--- src/sv/rcra_pkg.sv ---
// Shared types, codes and sizes of the run-coalescing rank accumulator.
// No dependencies; imported by every module of the block.
`default_nettype none

package rcra_pkg;

  localparam int TABLE_DEPTH = 65536;
  localparam int ADDR_W      = $clog2(TABLE_DEPTH);

  localparam logic [30:0] COUNT_MAX = 31'h7FFF_FFFF;

  // operation codes
  localparam logic [1:0] OP_COUNT = 2'd0;
  localparam logic [1:0] OP_READ  = 2'd1;
  localparam logic [1:0] OP_LOAD  = 2'd2;
  localparam logic [1:0] OP_FLUSH = 2'd3;

  // result status codes
  localparam logic [1:0] ST_OK     = 2'd0;
  localparam logic [1:0] ST_RANGE  = 2'd1;
  localparam logic [1:0] ST_EXTEND = 2'd2;

  // table access kinds
  localparam logic [1:0] K_NONE = 2'd0;
  localparam logic [1:0] K_ADD  = 2'd1;
  localparam logic [1:0] K_LOAD = 2'd2;
  localparam logic [1:0] K_READ = 2'd3;

  typedef struct packed {
    logic [1:0]        kind;
    logic [ADDR_W-1:0] addr;
    logic [31:0]       data;
    logic [1:0]        status;
    logic [ADDR_W-1:0] largest;
  } issue_t;

  typedef struct packed {
    logic [31:0]       rank;
    logic [1:0]        status;
    logic [ADDR_W-1:0] largest;
  } result_t;

endpackage

`default_nettype wire

--- src/sv/rcra_run_tracker.sv ---
// Run tracker: pending run, largest updated id and per-item table access decode.
// Depends on rcra_pkg.
`default_nettype none

module rcra_run_tracker
  import rcra_pkg::*;
(
  input  wire logic        clk,
  input  wire logic        rst,
  input  wire logic        accept,
  input  wire logic [1:0]  op,
  input  wire logic [31:0] doc_id,
  input  wire logic [31:0] load_value,
  input  wire logic [16:0] id_limit,
  output issue_t           issue
);

  logic [31:0]       pend_id;
  logic [30:0]       pend_count;
  logic              pend_valid;
  logic [ADDR_W-1:0] largest;

  logic same_id;
  logic pend_ok;
  logic in_ok;

  function automatic logic id_ok(input logic [31:0] id, input logic [16:0] lim);
    return (33'(id) < 33'(lim)) && (33'(id) < 33'(TABLE_DEPTH));
  endfunction

  assign same_id = pend_valid && (doc_id == pend_id);
  assign pend_ok = id_ok(pend_id, id_limit);
  assign in_ok   = id_ok(doc_id, id_limit);

  always_comb begin
    issue         = '0;
    issue.kind    = K_NONE;
    issue.status  = ST_OK;
    issue.largest = largest;
    case (op)
      OP_COUNT, OP_FLUSH: begin
        if (op == OP_COUNT && same_id) begin
          issue.status = ST_EXTEND;
        end else if (pend_valid) begin
          // commit the pending run to its own entry
          if (pend_ok) begin
            issue.kind = K_ADD;
            issue.addr = ADDR_W'(pend_id);
            issue.data = 32'(pend_count);
            if (pend_id > 32'(largest)) begin
              issue.largest = ADDR_W'(pend_id);
            end
          end else begin
            issue.status = ST_RANGE;
          end
        end
      end
      OP_READ: begin
        if (in_ok) begin
          issue.kind = K_READ;
          issue.addr = ADDR_W'(doc_id);
        end else begin
          issue.status = ST_RANGE;
        end
      end
      OP_LOAD: begin
        if (in_ok) begin
          issue.kind = K_LOAD;
          issue.addr = ADDR_W'(doc_id);
          issue.data = load_value;
        end else begin
          issue.status = ST_RANGE;
        end
      end
      default: begin
        issue.kind = K_NONE;
      end
    endcase
  end

  always_ff @(posedge clk) begin
    if (rst) begin
      pend_id    <= '0;
      pend_count <= '0;
      pend_valid <= 1'b0;
      largest    <= '0;
    end else if (accept) begin
      largest <= issue.largest;
      if (op == OP_COUNT) begin
        if (same_id) begin
          if (pend_count < COUNT_MAX) begin
            pend_count <= pend_count + 31'd1;
          end
        end else begin
          pend_id    <= doc_id;
          pend_count <= 31'd1;
          pend_valid <= 1'b1;
        end
      end else if (op == OP_FLUSH && pend_valid) begin
        pend_valid <= 1'b0;
        pend_count <= '0;
      end
    end
  end

endmodule

`default_nettype wire

--- config.mk ---
export PLATFORM = sky130hd
export DESIGN_NAME = rcra_run_tracker
export DESIGN_NICKNAME = d
export VERILOG_FILES = /design/src/sv/rcra_pkg.sv /design/src/sv/rcra_run_tracker.sv
export SDC_FILE = /design/constraint.sdc
export NUM_CORES = 1
export LEC_CHECK = 0
export ABC_AREA = 0
export BUFFER_PORTS_ARGS = -buffer_cell sky130_fd_sc_hd__buf_2
export CAP_MARGIN = 20
export CORE_AREA = 5 5 97 121
export DETAILED_ROUTE_END_ITERATION = 10
export DIE_AREA = 0 0 102 126
export GPL_TIMING_DRIVEN = 0
export PLACE_DENSITY = 0.85
export SETUP_SLACK_MARGIN = 0.4
export SLEW_MARGIN = 25
export SYNTH_ARGS = -nofsm -noshare
export SYNTH_HDL_FRONTEND = slang
export SYNTH_SLANG_ARGS = --single-unit
--- constraint.sdc ---
create_clock -name clk -period 6.1 [get_ports clk]
set_clock_uncertainty 0.05 [all_clocks]
set_input_delay 0.305 -clock clk [delete_from_list [all_inputs] [get_ports clk]]
set_output_delay 0.305 -clock clk [all_outputs]
set_load 0.02 [all_outputs]
==> results.md, run 1 <==
Critical path:
- The worst setup path category is flip-flop to primary output.
- Along the worst path, the maximum fanout reaches 10.
- The family with the most delay on the worst path is compound AO/OA/AOI/OAI gates.
- The largest single stage delay on the critical path is 0.73 ns.
- Together, buffers and inverters on the worst path number 2.
- The sort of element at the start of the critical path is a flip-flop.
- The length in cells of the worst reg-to-reg path is 9.
- In this run the critical register-to-register path is launched from pend_id[15].
- Among all stages on the critical path, the largest delay is contributed by nor4_1.
- The worst register-to-register path ends at largest[12].
- The register-to-register path setup slack is ~3.1 ns.
- The critical path goes through ha_1, a21oi_1, o21ai_0, a311oi_2, o211ai_2, nor4_1, clkbuf_1, a22o_1, buf_2.
- The critical path data required time is 5.74 ns.
- Data arrives at the worst endpoint at 3.74 ns.
- STA classifies the critical path endpoint as a primary output.

Power:
- The total net switching power is 0.000369 W.
- Of the total power, the share spent switching nets is 0.274.
- The reported leakage power is 3.20 nW.
- Cell internal power was estimated by the tool at 0.000978 W.
- Across the VDD grid, the largest voltage drop is around 140 µV.
- The share of power burned in registers is 0.403.
- The share of power burned in combinational logic is 0.163.
- The ratio of total power to cell area is 188 nW/µm².
- The share of total power dissipated in the clock network is 0.434.

STA:
- For the pin with the worst max-slew slack, the measured transition is 0.892 ns.
- For the finished layout, the period the worst path requires is 4.09 ns.
- Setup repair after global routing left no endpoint under its margin.
- Setup total negative slack on the finished layout was measured at 0 ns.
- The final hold violation count came to 0.
- The worst relative slew slack is 0.403.
- The count of final max-slew check failures came to 0.
- The final critical-path share of the clock period is 0.671.
- Setup violations remaining at the end of the flow were counted as 0.
- The peak clock frequency supported by timing is 0.244 GHz.

GRT:
- The overall overflow remaining after global route is 0.
- The first-pass GRT wire length is 30200 µm.
- The number of global-route vias before repair is 6440.
- The initial antenna violation count was 0.
- For this run, the total global-route usage over all layers was measured as 0.291.
- The largest net degree at the start of global routing is 14.

CTS:
- Buffers added to address setup during post-CTS repair amount to 0.
- The number of buffers created by CTS is 9.
- The H-tree level count is 3.
- The root cell of the clock tree is clkbuf_16.
- Once the clock tree was built, the resizer swapped 0 gates to a different size.
- The worst-skew pair later-pin latency is 0.34 ns.
- The clock slew at the register clock pins of the worst setup and hold paths is 0.06 ns.
- TritonCTS built the clock tree.
- The number of sinks driven by the clock tree is 80.
- The number of hold buffers added after CTS is 0.
- Counting along the longest clock path gives a buffer depth of 2.

Yosys:
- The post-synthesis cell type count is 62.
- The mapped netlist covers about 5900 µm².
- After synthesis, the share of flip-flops with an asynchronous set or reset is 0.
- Synthesis produced a netlist whose cell count is a little over 700.
- Of the total synthesized cell area, the portion taken by full adders, half adders and majority gates is 0.114.
- The largest area contributor in the synthesized netlist is dfxtp_1.
- The fraction of synthesized area in multiplexers is 0.0360.
- When the netlist entered floorplanning its net count stood at 866.
- The count of state elements after synthesis is 80.
- The count of warnings emitted by yosys is 0.
- The area fraction in compound gates after synthesis was 0.274.
- After synthesis, the largest family of logic cells by area is compound AO/OA/AOI/OAI gates.
- The count of flip-flops with a built-in enable after synthesis is 0.
- The average instance in the mapped netlist occupies 8.13 µm².
- For this run, the register share of the synthesized area comes to 0.271.
- In the post-synthesis netlist, the biggest area contributors are dfxtp_1 27%, ha_1 11%, a22o_1 7.0%, a21oi_1 6.5%, o21ai_0 4.7%.
- Of the post-synthesis cell area, the dominant cell type holds 0.271.
- Of the total synthesized cell area, the portion taken by XOR and XNOR cells is 0.0445.
- For this run, the leading register cell type out of synthesis is dfxtp_1.
- The basic-gate share of the synthesized area counting and, or, nand and nor cells is 0.202.

Drt:
- The routed layout has 6476 vias.
- For this run, design rule violations remaining after detail routing come to 0.
- The starting DRC count in detailed routing is 495.
- The number of nets with antenna violations after routing is 0.
- The wire length per cell is 18.3 µm.
- The first detailed-routing pass ran for 7 iterations.
- The routed wire length is roughly 19000 µm.
- The detail-routed via count per cell is between 6 and 7.

Cells and area:
- The number of nets in the layout is 1029.
- For this run, the number of standard cells in the final layout without fillers is about 1000.
- The library cell used most frequently in the layout, excluding fill and tap cells, is buf_2.
- Once layout is complete, the utilization of the core stands at 0.685.
- In the layout the commonest cells are 160 x buf_2, 80 x dfxtp_1, 77 x a21oi_1.
- The fraction of final layout cells sized beyond drive strength 1 is 0.234.
- The area growth from synthesis to layout is 21.4%.
- The post-route cell area is 7170 µm².
- The repair_antennas step left the layout with diodes totalling 0.

Floorplan:
- 154 I/O pins were placed.
- The initial utilization of the core area, before any placement, comes to 0.565.
- The die boundary height is 126 µm.
- In this run the standard cell core region covers ~10000 µm².
- The x dimension of the die is 102 µm.
- The area enclosed by the die boundary is 12900 µm².
- The floorplan has 42 rows.

Place:
- The count of input and output buffers is around 150.
- Once placement completed, the tool counted placed cells totaling 1010.
- Routability-driven placement finished with a final weighted congestion of 0.965.
- The area of placed instances is 6830 µm².
- The placed wire-length estimate after detailed placement is around 14000 µm.

Outcome:
- The run finished with clean final reports.

Worst hold path:
- The endpoint of the worst hold path is pend_id[25].
- The worst hold path belongs to the class input port to flip-flop.
- In this run the most critical hold path is launched from doc_id[25].
- The hold path depth is 3.

Job:
- The number of max-capacitance violations reported is 0.
-- worst max-delay path by stage --
stage | startpoint | end | slack [ns] | cells past startpoint
after floorplan | id_limit[9] | issue[52] | 3.12 | 10
after global placement | doc_id[9] | issue[45] | 2.39 | 11
after detailed placement | doc_id[9] | issue[22] | 2.32 | 11
after CTS | pend_id[15] | issue[35] | 2.15 | 9
after global routing | pend_id[15] | issue[22] | 1.83 | 9
final | pend_id[15] | issue[36] | 2.01 | 9
-- worst register-to-register path: stages (launching register included) --
cell,delay (ns)
dfxtp_1,0.53
ha_1,0.32
a21oi_1,0.15
o21ai_0,0.14
a311oi_2,0.36
o211ai_2,0.26
or4b_4,0.62
buf_2,0.21
o21ai_1,0.14
a21oi_1,0.08
-- layer usage --
layer / track usage / share of wire / vias to the layer above
met5: 0 / 0 / -
met4: 0.144 / 0.036 / 0
met3: 0.0570 / 0.097 / 57
met2: 0.471 / 0.48 / 362
met1: 0.366 / 0.38 / 2994
li1: - / - / 3063
-- layout make-up --
class | count | area (µm²)
multi-input combinational | 563 | 3980
inverter | 43 | 161
sequential | 80 | 1600
clock inverter | 5 | 80.1
clock buffer | 11 | 243
buffer | 40 | 179
timing repair buffer | 152 | 761
fill | 889 | 3290
tap | 132 | 165
-- synth_stat cells, types with 4 or more instances --
cell,count
dfxtp_1,80
a21oi_1,77
nand2_1,66
o21ai_0,55
ha_1,54
a22o_1,47
inv_1,42
nand4_1,37
xor2_1,28
clkbuf_1,27
nor2_1,20
o21ai_1,16
o211ai_1,15
nand3_1,14
nor4_1,13
or3_1,13
or4_1,10
mux2_4,9
buf_2,8
a21o_1,6
and3_1,6
mux2_1,6
a211oi_1,5
nor3_1,5
nor4_2,5
and2_1,4
o21a_1,4
-- stage by stage --
stage	worst slack [ns]	hold WS, ns	power [W]
after floorplan	3.12	0.391	0.000679
after global placement	2.39	0.419	0.000762
after detailed placement	2.32	0.433	0.000766
after CTS	2.15	0.181	0.00134
after global routing	1.83	0.199	0.00140
final	2.01	0.187	0.00135
-- sequential cells by signal, indices dropped and copies added (netlist names) --
signal / cells
pend_id: 32
largest: 16
pend_count: 31
pend_valid: 1
-- power groups by stage --
| stage | Clock, W | Combinational [W] | Sequential (W) |
|---|---|---|---|
| global route | 0.000612 | 0.000241 | 0.000543 |
| global placement | 0 | 0.000209 | 0.000553 |
| floorplan | 0 | 0.000130 | 0.000549 |
| finish | 0.000585 | 0.000220 | 0.000542 |
| detailed placement | 0 | 0.000213 | 0.000553 |
| CTS | 0.000588 | 0.000215 | 0.000542 |
-- cell families after synthesis --
logic type | count (synthesis)
AO/OA/AOI/OAI | 250
XOR/XNOR | 30
adder cells (fa/ha/maj) | 54
buffers and inverters | 83
flip-flops | 80
multiplexers | 16
AND/OR/NAND/NOR | 213
Note: power is estimated with default switching activity, not from simulation.
==> inputs of run 2 (changes only) <==
- CORE_AREA: 5 5 97 121 -> 5 5 100 125
- DIE_AREA: 0 0 102 126 -> 0 0 105 130
- PLACE_DENSITY: 0.85 -> 0.8
- clock period: 6.1 -> 3.85 ns (I/O delays scaled with it)
==> run 2 against run 1 <==
Net effect: power increased by 61%; highest routed layer unchanged; combinational power increased by 70%; hold slack got worse by 0.12 ns; largest power group unchanged; critical path type unchanged.
==> results.md, run 2 (same netlist as run 1, synthesis figures left out) <==
Place:
- The count of placed standard cells including taps came to 1013 (+0.30%).
- The count of input and output buffers is 152 (unchanged).
- The post-place setup slack is 0.299 ns (-2.02 ns).
- The placer congestion estimate is 0.900 (-6.7%).
- The area of placed instances is 6840 µm² (+0.15%).
- The placed wire-length estimate after detailed placement is 14500 µm (+0.94%).

Critical path:
- The critical path goes through ha_1, a21oi_1, o21ai_0, a311oi_2, o211ai_4, nor3_4, buf_4, buf_2, a22o_1, buf_2.
- The maximum fanout along the worst path is 10 (unchanged).
- In this run the critical register-to-register path is launched from pend_id[9].
- The length in cells of the worst reg-to-reg path is 9 (unchanged).
- The critical path data required time is 3.61 ns (-2.13 ns).
- The worst setup path category is flip-flop to primary output.
- On the critical path the largest part of the delay comes from compound AO/OA/AOI/OAI gates.
- The worst setup path is launched from a flip-flop.
- The data arrival at the endpoint of the critical path came to 3.09 ns (-0.65 ns).
- The register-to-register path setup slack is 0.97 ns (-2.13 ns).
- The worst register-to-register path ends at pend_count[6].
- The maximum single-stage delay on the critical path is 0.44 ns (-0.29 ns).
- The buffering stage count on the worst path with inverters included is 3 (+1).
- The critical path capture point type is a primary output.
- In this design, the critical path's most frequently occurring cell is buf_2.
- On the critical path, the stage with the largest delay is an instance of a311oi_2.

Cells and area:
- The flip-flop count of the largest register after layout is 32 (unchanged).
- The area growth from synthesis to layout is 23.5%.
- The largest registers in the layout are pend_id (32), pend_count (31), largest (16).
- The layout filler cell count is 972 (+9.3%).
- The number of nets in the layout was 1036 (+0.68%).
- In the layout the commonest cells are 161 x buf_2, 77 x a21oi_1, 76 x dfxtp_1.
- The post-route cell area is 7290 µm² (+1.7%).
- The number of inserted diodes is 0 (unchanged).
- The area occupied by multi-input gates is 4040 µm² (+1.5%).
- The most flop-heavy register is pend_id.
- The library cell used most frequently in the layout, excluding fill and tap cells, is buf_2.
- The number of cells in the finished layout apart from fillers is 1035 (+0.88%).
- The area taken by flip-flops and latches is 1610 µm² (+0.31%).
- The fraction of final layout cells sized beyond drive strength 1 is 0.250 (+0.0162).

Outcome:
- The flow ran to the end, and the final reports show no timing, DRC or antenna violations.

STA:
- The minimum setup slack in the final design was 0.519 ns (-1.49 ns).
- The final critical-path share of the clock period is 0.865.
- The final hold violation count was 0 (unchanged).
- The time the worst path needs with I/O delays and setup is 3.33 ns.
- The final count of negative-setup-slack endpoints is 0 (unchanged).
- Setup repair after global routing left no endpoint under its margin.
- The setup TNS is 0 ns (unchanged).
- The count of final max-slew check failures is 0 (unchanged).
- The transition time at the pin with the least slew margin is 0.869 ns (-0.0235 ns).
- The worst relative slew slack is 0.416 (+0.0135).
- The peak clock frequency supported by timing is 0.300 GHz.

Floorplan:
- The die boundary height is 130 µm (+3.2%).
- The x dimension of the die is 105 µm (+2.9%).
- The number of rows in the core area is 43 (+2.4%).
- The core area is 11100 µm² (+6.0%).
- The area enclosed by the die boundary is 13700 µm² (+6.2%).
- The initial core utilization is 0.533 (-0.0319).
- The number of top-level design ports is 154 (unchanged).

GRT:
- The first-pass GRT wire length is 30500 µm (+1.2%).
- The initial antenna violation count is 0 (unchanged).
- The overall overflow remaining after global route is 0 (unchanged).
- The number of global-route vias before repair is 6273 (-2.6%).
- The largest net degree at the start of global routing is 13 (-1).
- The global-route total usage across every layer came to 0.273 (-0.0186).

CTS:
- The clock slew at the register clock pins of the worst setup and hold paths is 0.06 ns (about the same).
- The number of hold buffers added after CTS was 0 (unchanged).
- The number of buffers on the longest clock path was 2 (unchanged).
- The number of buffers created by CTS is 9 (unchanged).
- TritonCTS built the clock tree.
- The H-tree level count is 3 (unchanged).
- The worst-skew pair later-pin latency is 0.34 ns (about the same).
- The number of sinks driven by the clock tree came to 80 (unchanged).
- The tree is rooted in a clkbuf_16.

Drt:
- The detailed router used layers up to and including met4.
- The via count of the routed design is 6447 (-0.45%).
- The number of iterations in the first detailed-routing pass is 5 (-2).
- The starting DRC count in detailed routing is 527 (+6.5%).
- The number of nets with antenna violations after routing is 0 (unchanged).
- The met1 wire length came to 7660 µm (+5.8%).
- The wire length per cell came to 18.4 µm (+0.62%).
- The routed wire length is 19100 µm (+1.5%).
- The detailed route wirelength on metal2 is 9230 µm (+1.7%).
- The DRC violation count after routing is 0 (unchanged).
- The detail-routed via count per cell is 6.23 (-1.3%).
- The met3 routed wirelength came to 1380 µm (-25%).

Worst hold path:
- The worst hold path begins at doc_id[25].
- The hold path depth was 3 (unchanged).
- The path category of the worst min-delay check is input port to flip-flop.
- The worst hold path terminates at pend_id[25].

Job:
- The number of max-capacitance violations reported is 0 (unchanged).

Power:
- The ratio of total power to cell area came to 297 nW/µm² (+58%).
- The maximum ir drop on the vdd rail came to 187 µV (+38%).
- The total power is 0.00217 W (+61%).
- The reported leakage power is 3.28 nW (+2.7%).
-- run 2: cell types whose count changed in the layout (fill, tap and decap cells not counted), moves of 2 or more --
| cell | change |
|---|---|
| buf_4 | +7 |
| clkbuf_1 | -3 |
| clkbuf_2 | +2 |
| clkinvlp_4 | -2 |
| dfxtp_1 | -4 |
| dfxtp_2 | +4 |
-- run 2: worst max path at each step --
stage | cells after the start | endpoint | startpoint | slack [ns]
floorplan | 10 | issue[52] | id_limit[9] | 1.10
global placement | 10 | issue[27] | doc_id[1] | 0.18
detailed placement | 10 | issue[52] | doc_id[1] | 0.30
CTS | 9 | issue[27] | pend_id[15] | 0.42
global route | 10 | issue[61] | pend_id[15] | 0.42
finish | 10 | issue[52] | pend_id[15] | 0.52
-- run 2: what timing repair did --
item	CTS	global route
setup endpoints to repair	57	52
buffers inserted	3	4
gates resized for setup	6	11
pin swaps	1	2
-- run 2: metrics by stage --
step / util / hold slack, ns
final: 0.658 / 0.0668
after global routing: 0.658 / 0.0847
after CTS: 0.650 / 0.0617
after detailed placement: 0.617 / 0.417
after global placement: 0.617 / 0.413
after floorplan: - / 0.279
-- run 2: cell type report --
class	count	share of cell area
Buffer	40	0.0250
Clock buffer	12	0.0352
Clock inverter	3	0.00892
Inverter	43	0.0221
Multi-Input combinational cell	563	0.554
Sequential cell	80	0.220
Tap cell	135	0.0232
Timing Repair Buffer	159	0.112
-- run 2: power by group --
group / switching [W] / internal, W / total, W / leakage, nW
combinational: 0.000238 / 0.000137 / 0.000374 / 2.47
clock: 0.000336 / 0.000599 / 0.000935 / 0.159
sequential: 0.0000196 / 0.000840 / 0.000860 / 0.648
total: 0.000594 / 0.00158 / 0.00217 / 3.28
-- run 2: layer usage --
layer | vias up | GRT usage
met5 | - | 0
met4 | 0 | 0.148
met3 | 64 | 0.0401
met1 | 3020 | 0.336
li1 | 3086 | -
met2 | 277 | 0.460
-- run 2: worst register-to-register path: stages, from the launching register on --
cell and delay, ns:
dfxtp_1 0.49, xor2_1 0.15, nor4_2 0.36, nand4_1 0.23, or3_1 0.46, buf_2 0.22, o211ai_2 0.30, buf_2 0.29
xor2_1 0.16, nor2_1 0.05
==> inputs of run 3 (changes only) <==
- ABC_AREA: 0 -> 1
- CORE_AREA: 5 5 100 125 -> 5 5 106 133
- DIE_AREA: 0 0 105 130 -> 0 0 111 138
- PLACE_DENSITY: 0.8 -> 0.81
==> run 3 against run 2 <==
Net effect: sequential power up 3.5%; synthesized cell count up 59%; final area up 13%; maximum frequency up 4.1%; critical endpoint is now issue[66]; first-iteration DRC count up 2.7%; clock power down 6.4%; power up 4.1%; core utilization down 0.41 points.
==> results.md, run 3 <==
Yosys:
- For this run, the leading register cell type out of synthesis is dfxtp_1.
- The post-synthesis average cell area is 6.03 µm² (-26%).
- The post-synthesis cell type count is 34 (-45%).
- After synthesis, the most frequently instantiated cells are 274 x nand2_1, 165 x inv_1, 130 x a21oi_1.
- The largest area contributor in the synthesized netlist is dfxtp_1.
- The area share of the largest cell type after synthesis is 0.230 (-0.0412).
- The fraction of the yosys area taken by sequential cells came to 0.230 (-0.0412).
- The count of flip-flops with a built-in enable after synthesis is 0 (unchanged).
- Yosys instantiated no cell more often than nand2_1.
- By area the synthesized netlist is led by dfxtp_1 23%, nand2_1 15%, ha_1 9.7%, a21oi_1 9.3%, inv_1 8.9%.
- The count of state elements after synthesis is 80 (unchanged).
- The netlist area before placement is 6960 µm² (+18%).
- The net count after synthesis is 1294 (+49%).
- The count of warnings emitted by yosys came to 0 (unchanged).
- The number of standard cells after synthesis is 1154 (+59%).
- The fraction of registers with async set/reset is 0 (unchanged).

Power:
- The total internal power is 0.00153 W (-2.8%).
- The clock network fraction of total power is 0.388 (-0.043).
- The total net switching power is 0.000726 W (+22%).
- The share of power burned in registers is 0.394 (-0.002).
- The share of power burned in combinational logic is 0.218 (+0.045).
- The switching portion of total power was 0.322 (+0.0480).
- The maximum ir drop on the vdd rail is 168 µV (-10%).
- The ratio of total power to cell area is 274 nW/µm² (-7.9%).
- The reported leakage power is 4.12 nW (+25%).

GRT:
- The largest net degree at the start of global routing came to 15 (+2).
- The overall overflow remaining after global route is 0 (unchanged).
- The initial antenna violation count came to 1 (+1).
- The global-route total usage across every layer is 0.305 (+0.0319).
- The first-pass GRT wire length is 38500 µm (+26%).
- The number of global-route vias before repair was 8040 (+28%).

Drt:
- The DRC violation count after routing is 0 (unchanged).
- The routed wire length is 24300 µm (+27%).
- The wire length per cell is 16.3 µm (-12%).
- The starting DRC count in detailed routing is 541 (+2.7%).
- The detail-routed via count per cell is 5.61 (-9.9%).
- The number of iterations in the first detailed-routing pass is 5 (unchanged).
- The via count of the routed design came to 8367 (+30%).
- The number of nets with antenna violations after routing is 0 (unchanged).

STA:
- The count of final max-slew check failures came to 0 (unchanged).
- The time the worst path needs with I/O delays and setup is 3.20 ns (-0.131 ns).
- The worst hold slack is 0.0829 ns (+0.0161 ns).
- Setup repair after global routing left no endpoint under its margin.
- The peak clock frequency supported by timing is 0.312 GHz (+4.1%).
- The transition time at the pin with the least slew margin is 0.590 ns (-0.279 ns).
- The final hold violation count is 0 (unchanged).
- The final count of negative-setup-slack endpoints came to 0 (unchanged).
- The worst relative slew slack came to 0.605 (+0.189).
- The setup TNS came to 0 ns (unchanged).
- The final critical-path share of the clock period is 0.831 (-0.0340).

Cells and area:
- In the final layout, the registers with the most flip-flops are pend_id (32), pend_count (31), largest (16).
- The fraction of the core area covered by cells at the end of the flow is 0.654 (-0.00409).
- The library cell used most frequently in the layout, excluding fill and tap cells, is nand2_1.
- pend_id holds more flip-flops than any other register.
- The number of cells in the finished layout apart from fillers was 1491 (+44%).
- The library cells used most frequently in the layout, excluding fill and tap cells, are 274 x nand2_1, 165 x inv_1, 164 x buf_2.
- The flip-flop count of the largest register after layout came to 32 (unchanged).
- The fraction of final layout cells sized beyond drive strength 1 is 0.159 (-0.0913).
- The number of inserted diodes is 0 (unchanged).
- The number of nets in the layout is 1458 (+41%).
- The area growth from synthesis to layout is 18.4%.

CTS:
- The number of buffers created by CTS is 9 (unchanged).
- The root cell of the clock tree is clkbuf_16.
- The number of sinks driven by the clock tree is 80 (unchanged).
- The H-tree level count is 3 (unchanged).
- The number of buffers on the longest clock path came to 2 (unchanged).
- The clock slew at the register clock pins of the worst setup and hold paths is 0.07 ns (about the same).
- The CTS tree is done.
- The number of hold buffers added after CTS came to 0 (unchanged).
- The buffers inserted during post-CTS setup optimization is 0 (-3).
- The worst-skew pair later-pin latency was 0.35 ns (about the same).

Critical path:
- In this design, the largest share of critical-path delay is due to simple AND/OR/NAND/NOR gates.
- Tracing the worst setup path back leads to its startpoint at pend_id[15].
- The worst setup path is launched from a flip-flop.
- The length in cells of the worst reg-to-reg path is 14 (+5).
- The critical path goes through inv_1, nand2_1, nand2_1, nor2_1, nand2_1, nor2_1, nand2_1, nor2_1, nand3_2, nand2_2, nor2_4, inv_1, buf_2, o21ai_0, buf_2.
- The most repeated library cell on the critical path is nand2_1.
- The maximum single-stage delay on the critical path was 0.51 ns (+0.07 ns).
- The critical path capture point type is a primary output.
- The data arrival at the endpoint of the critical path is 2.96 ns (-0.13 ns).
- The critical path data required time is 3.61 ns (about the same).
- The startpoint of the worst register-to-register path is pend_id[5].
- The maximum fanout along the worst path is 10 (unchanged).
- The worst setup path is of the flip-flop to primary output kind.
- The buffering stage count on the worst path with inverters included came to 4 (+1).
- The register-to-register path setup slack was 1.30 ns (+0.33 ns).
- The cell type of the slowest stage on the worst timing path is dfxtp_1.
- Following the worst setup path forward leads to its endpoint at issue[66].
- In this run the critical register-to-register path is captured at largest[4].
- The number of stages on the worst setup path is 15 (+5).

Place:
- The placed wire-length estimate after detailed placement is 19800 µm (+36%).
- The count of input and output buffers is 153 (+0.66%).
- The count of placed standard cells including taps is 1475 (+46%).
- The placer congestion estimate was 0.943 (+4.8%).

Floorplan:
- The area enclosed by the die boundary is 15300 µm² (+12%).
- The die boundary height is 138 µm (+6.2%).
- The x dimension of the die came to 111 µm (+5.7%).
- The number of top-level design ports is 154 (unchanged).
- The initial core utilization is 0.552 (+0.0197).
- The core area was 12600 µm² (+14%).
- The number of rows in the core area came to 46 (+7.0%).

Worst hold path:
- The path category of the worst min-delay check is input port to flip-flop.

Job:
- The number of max-capacitance violations reported was 0 (unchanged).

Outcome:
- The flow ran to the end, and the final reports show no timing, DRC or antenna violations.
==> run 3: changes by cell type after synthesis, moves of 19 or more <==
cell     change
nor3_1      +24
a21oi_1     +53
nor2_1      +64
inv_1      +123
a22o_1      -47
xor2_1      -19
nand2_1    +208
nand3_1    +101
==> run 3: worst min-delay path by stage <==
stage | start | to | cells past startpoint
detailed placement | pend_id[23] | pend_id[23] | 2
floorplan | doc_id[12] | pend_id[12] | 2
global route | doc_id[22] | pend_id[22] | 3
global placement | pend_id[23] | pend_id[23] | 2
CTS | doc_id[22] | pend_id[22] | 3
finish | doc_id[22] | pend_id[22] | 3
==> run 3: repair_timing <==
action / 4_1_cts / 5_1_grt
hold endpoints to repair: 0 / 0
endpoints found under the setup margin: 0 / 9
resized for setup: 0 / 4
==> run 3: stage by stage <==
step                setup slack (ns)  power, W  instance area [µm²]
finish                         0.650   0.00226                 8240
global route                   0.470   0.00236                 8240
CTS                            0.615   0.00225                 8230
detailed placement             0.842   0.00139                 7940
global placement               0.826   0.00138                 7940
floorplan                       1.52   0.00122                 6960
==> run 3: cell families (layout without fill, tap and decap cells) <==
logic type,after synthesis,after routing,share of synthesized area
AO/OA/AOI/OAI,196,196,0.145
flip-flops,80,80,0.230
adder cells (fa/ha/maj),54,54,0.0970
XOR/XNOR,22,22,0.0277
buffers and inverters,222,391,0.126
AND/OR/NAND/NOR,580,580,0.374
==> run 3: layer usage <==
| layer | wire, µm | GRT usage |
|---|---|---|
| met1 | 9070 | 0.325 |
| met4 | 1690 | 0.200 |
| met5 | 13 | 0 |
| met3 | 1660 | 0.0581 |
| met2 | 11800 | 0.544 |
==> run 3: layout make-up <==
type,count,area [µm²]
Multi-Input combinational cell,852,4490
Fill cell,1246,4360
Sequential cell,80,1600
Timing Repair Buffer,153,766
Inverter,174,653
Buffer,48,229
Clock buffer,9,225
Tap cell,168,210
Clock inverter,7,70.1
==> run 3: power by group through the flow <==
stage | registers [W] | clock network, W | logic [W]
finish | 0.000890 | 0.000875 | 0.000493
global route | 0.000892 | 0.000911 | 0.000557
detailed placement | 0.000907 | 0 | 0.000485
global placement | 0.000906 | 0 | 0.000475
CTS | 0.000889 | 0.000875 | 0.000488
floorplan | 0.000896 | 0 | 0.000320
==> run 3: worst register-to-register path: stages (launching register included) <==
cell     delay [ns]
dfxtp_1        0.44
ha_1           0.29
a21oi_1        0.13
nor2_1         0.05
nor3_1         0.13
nand2_1        0.13
nand2_1        0.08
nand2_1        0.06
a21oi_1        0.34
nand3_2        0.24
buf_4          0.25
nand2_1        0.09
nand3_1        0.07
nand2_1        0.08
inv_1          0.03
